===== src/sv/gcpl_ram.sv =====
module gcpl_ram #(
  parameter int WIDTH = 8,
  parameter int DEPTH = 16
) (
  input  logic                             clk,
  input  logic                             we,
  input  logic [$clog2(DEPTH)-1:0]         waddr,
  input  logic [WIDTH-1:0]                 wdata,
  input  logic [$clog2(DEPTH)-1:0]         raddr,
  output logic [WIDTH-1:0]                 rdata
);

  logic [WIDTH-1:0] mem [DEPTH];

  always_ff @(posedge clk) begin
    if (we) begin
      mem[waddr] <= wdata;
    end
    rdata <= mem[raddr];
  end

endmodule


===== config.mk =====
export PLATFORM = sky130hd
export DESIGN_NAME = gcpl_ram
export DESIGN_NICKNAME = d
export VERILOG_FILES = /design/src/sv/gcpl_ram.sv
export SDC_FILE = /design/constraint.sdc
export NUM_CORES = 1
export LEC_CHECK = 0
export BUFFER_PORTS_ARGS = -buffer_cell sky130_fd_sc_hd__clkbuf_2
export CORE_AREA = 2 2 94 132
export DETAILED_ROUTE_END_ITERATION = 7
export DIE_AREA = 0 0 96 134
export PLACE_DENSITY_LB_ADDON = 0.3
export SKIP_CTS_REPAIR_TIMING = 1
export SLEW_MARGIN = 20
export SYNTH_ARGS = -nofsm -noshare
export SYNTH_HDL_FRONTEND = slang
export SYNTH_SLANG_ARGS = --single-unit

===== constraint.sdc =====
create_clock -name clk -period 1.8 [get_ports clk]
set_input_delay 0.36 -clock clk [delete_from_list [all_inputs] [get_ports clk]]
set_output_delay 0.36 -clock clk [all_outputs]
set_load 0.02 [all_outputs]

## Word-level counts from Yosys, hierarchy flattened

Memories as Yosys holds them, arrays and structs flattened. A register that Yosys moved wholly into a read port is not among the register bits.
Index checks and enable logic that the tools add are counted.

- Register bits after elaboration: 0
- RAM bits: 128
- Memories kept: 1
- Output and inout bits: 8
- Logic and storage cells: 3
- Input bits: 18

Memories:

| memory | words | width | rd ports | clocked after memory_dff | wr ports | line | text |
|---|---|---|---|---|---|---|---|
| mem | 16 | 8 | 1 | 1 | 1 | 13 | `logic [WIDTH-1:0] mem [DEPTH];` |

- Multiplexer cells: 2

Operators with widths:

| operator | number |
|---|---|
| $mux W1 | 2 |

## Logic depth before layout (Yosys ltp)

- Depth in word-level cells: 2
- Depth in mapped cells: 5
- Gate-level depth less buffers: 3

## Worst setup path before layout

OpenSTA, ideal clock, no wires.

- Path type: input-to-reg
- Start point: input waddr[2]
- End point: memory mem[0][0] (enable)
- Required time: 1.417 ns
- Cell stages on the path: 2
- Path slack: -0.053 ns
- Buffers on the path: 0
- Data arrival time: 1.470 ns
- Library setup time: 0.383 ns
- Cell sequence: or3b_2 -> nor3_1

RTL lines:

| element | line | text |
|---|---|---|
| from (decl) | 7 | `input logic [$clog2(DEPTH)-1:0] waddr,` |
| to (decl) | 13 |  |

No word-level cell before the write port.

==> results.json <==
{
  "status": "finished, final reports clean",
  "dp_hpwl_um": 6550,
  "tns_ns": 0,
  "maxCapViolCount": 0,
  "slew_headroom_pct": 71.4,
  "die-area_um2": 12900,
  "ir_drop_mv": 0.650,
  "dr.pass1.iters": 5,
  "final_core_util_pct": 53.3,
  "end_kind": "flip-flop",
  "hold_path_class": "primary input to flip-flop",
  "num_rows": 47,
  "fin_cells": 448,
  "ios": 26,
  "p_leak_uw": 0.00216,
  "syn_area_um2": 5150,
  "drive_gt1_share_pct": 33.2,
  "root_buffer": "clkbuf_16",
  "grt_first_pass_wirelength_um": 15000,
  "hp-start": "wdata[1]",
  "path_clk_slew_ns": 0.06,
  "holdWs_ns": 0.369,
  "skew_ns": 0.00874,
  "r2r-end": "rdata[1]$_DFF_P_",
  "p_per_area_nw_per_um2": 1230,
  "drc_errors": 0,
  "htree_levels": 4,
  "syn-instance-count": 229,
  "fp.coreArea_um2": 11700,
  "period_minus_slack_ns": 1.36,
  "grt_max_degree": 33,
  "overflow": 0,
  "cts_buffers": 17,
  "yosysSeqAreaShare_pct": 77.8,
  "ant_nets": 0,
  "path_class": "primary input to flip-flop",
  "final.setup.worst_slack_ns": 0.442,
  "maxSlewViolCount": 0,
  "max_freq_mhz": 736,
  "yosys-top-cells-area": "edfxtp_1 (75%), mux4_2 (7.9%), mux4_1 (7.1%), dfxtp_1 (3.1%), a22oi_1 (2.3%)",
  "critical_path.max_fanout": 10,
  "start_util_pct": 44.0,
  "synth_top_area_share_pct": 74.7,
  "setup_violations": 0,
  "dieWidth_um": 96,
  "place_ws_ns": 0.0218,
  "reg2reg_from": "mem[2][1]$_DFFE_PP_",
  "antenna_found_initial": 0,
  "avgRoutedWirePerCell_um": 21.9,
  "fillers": 889,
  "yosysTopAreaCell": "edfxtp_1",
  "grt_setup_unrepaired": "false",
  "dr_total_vias": 2413,
  "hold_viol": 0,
  "io_buffers": 25,
  "grt_usage_pct": 17.1,
  "finalNetCount": 306,
  "cts_buffer_depth": 2,
  "fp.dieH_um": 134,
  "gp_congestion": 0.739,
  "rr_worst_depth": 3,
  "cts_tree": "built",
  "crit_start": "raddr[0]",
  "yosys_warnings": 0,
  "post-place-cells": 416,
  "totalWireLength_um": 9800,
  "synthToLayoutAreaGrowth_pct": 21.2,
  "cts_num_sinks": 136,
  "synth.distinct_cells": 19,
  "n_antenna_cell": 0,
  "worst_slew_pin_slew_ns": 0.430,
  "seqCellArea_um2": 4000,
  "rrSetupSlack_ns": 0.46,
  "ys_ff_latch": 136,
  "cp.arrival_ns": 1.65,
  "critPathRequiredTime_ns": 2.09,
  "hold_depth": 1,
  "avgSynthCellArea_um2": 22.5,
  "start_kind": "primary input",
  "drt_iter0_drc": 189,
  "multiInputGateArea_um2": 1060,
  "grt_pass1_vias": 2544,
  "clock_latency_ns": 0.41,
  "cp-endpoint": "rdata[3]$_DFF_P_",
  "syn-num-nets": 247,
  "routed_via_density": 5.39,
  "timing.final.crit_share_pct": 75.4
}
[how the worst min path moves through the flow]
stage | endpoint | slack (ns)
global placement | rdata[2]$_DFF_P_ | 0.65
CTS | mem[14][5]$_DFFE_PP_ | 0.37
global route | mem[7][1]$_DFFE_PP_ | 0.40
floorplan | mem[0][0]$_DFFE_PP_ | 0.46
detailed placement | rdata[2]$_DFF_P_ | 0.66
finish | mem[8][1]$_DFFE_PP_ | 0.37
[synth_stat cells]
| cell type | n |
|---|---|
| edfxtp_1 | 128 |
| buf_6 | 3 |
| nor2_1 | 13 |
| buf_2 | 3 |
| nand2b_1 | 2 |
| mux4_2 | 18 |
| nand3_1 | 1 |
| nor2b_1 | 1 |
| and2_1 | 1 |
| dfxtp_1 | 8 |
| clkdlybuf4s25_2 | 3 |
| nand2_1 | 9 |
| buf_4 | 1 |
| nor3_1 | 4 |
| mux4_1 | 14 |
| a22oi_1 | 16 |
| and2b_1 | 1 |
| or3b_2 | 1 |
| nand3b_1 | 2 |
[routing by layer]
| layer | share of wire [%] | global-route usage, % |
|---|---|---|
| met4 | 1.9 | 7.54 |
| met1 | 40 | 21.3 |
| met2 | 53 | 27.7 |
| met3 | 4.8 | 4.66 |
| met5 | 0 | 0 |
[report_power, final]
part / internal [µW] / switching (µW) / leakage [µW] / total [µW]
sequential: 3540 / 22.4 / 0.00122 / 3560
clock: 2520 / 1220 / 0.000314 / 3740
combinational: 147 / 205 / 0.000617 / 352
[layout by cell type, fill, tap and decap left out]
| cell type | synthesis | routed |
|---|---|---|
| nor2b_1 | 1 | 1 |
| nand3b_1 | 2 | 2 |
| dfxtp_1 | 8 | 8 |
| a22oi_1 | 16 | 16 |
| nand2_1 | 9 | 9 |
| and2_1 | 1 | 1 |
| clkinv_2 | 0 | 2 |
| nand2b_1 | 2 | 2 |
| clkbuf_2 | 0 | 25 |
| buf_4 | 1 | 23 |
| edfxtp_1 | 128 | 128 |
| mux4_2 | 18 | 18 |
| clkinv_4 | 0 | 2 |
| clkinv_1 | 0 | 2 |
| buf_12 | 0 | 2 |
| mux4_1 | 14 | 14 |
| nor3_2 | 0 | 1 |
| clkbuf_8 | 0 | 2 |
| bufinv_16 | 0 | 5 |
| nand3_1 | 1 | 1 |
| and2b_1 | 1 | 1 |
| clkinvlp_4 | 0 | 2 |
| nor3_1 | 4 | 3 |
| or3b_2 | 1 | 1 |
| nor2_1 | 13 | 13 |
| clkbuf_16 | 0 | 17 |
[cell type report]
cell class	count	area share (%)
Clock buffer	19	7.26
Clock inverter	13	3.21
Multi-Input combinational cell	83	17.0
Sequential cell	136	64.2
Tap cell	147	2.95
Timing Repair Buffer	50	5.41
[worst max-delay path, cell delays in order]
cell and delay [ns]:
clkbuf_2 0.12, buf_4 0.23, mux4_1 0.60, a22oi_1 0.23
nand2_1 0.10
[state kept, by name (all words and copies together) (netlist names)]
signal / cells
mem: 128
rdata: 8
[logic make-up (layout without fill, tap and decap cells)]
kind of cell / after synthesis / in the layout / synth area share [%]
AND/OR/NAND/NOR: 35 / 35 / 3.18
AO/OA/AOI/OAI: 16 / 16 / 2.33
buffers and inverters: 10 / 82 / 1.68
flip-flops: 136 / 136 / 77.8
multiplexers: 32 / 32 / 15.0
[stage by stage]
step | area [µm²] | power [µW]
6_report | 6240 | 7660
5_1_grt | 6240 | 7900
4_1_cts | 6240 | 7720
3_5_place_dp | 5590 | 3990
3_3_place_gp | 5590 | 3980
2_1_floorplan | 5150 | 3830
(Power assumes the default switching activity.)
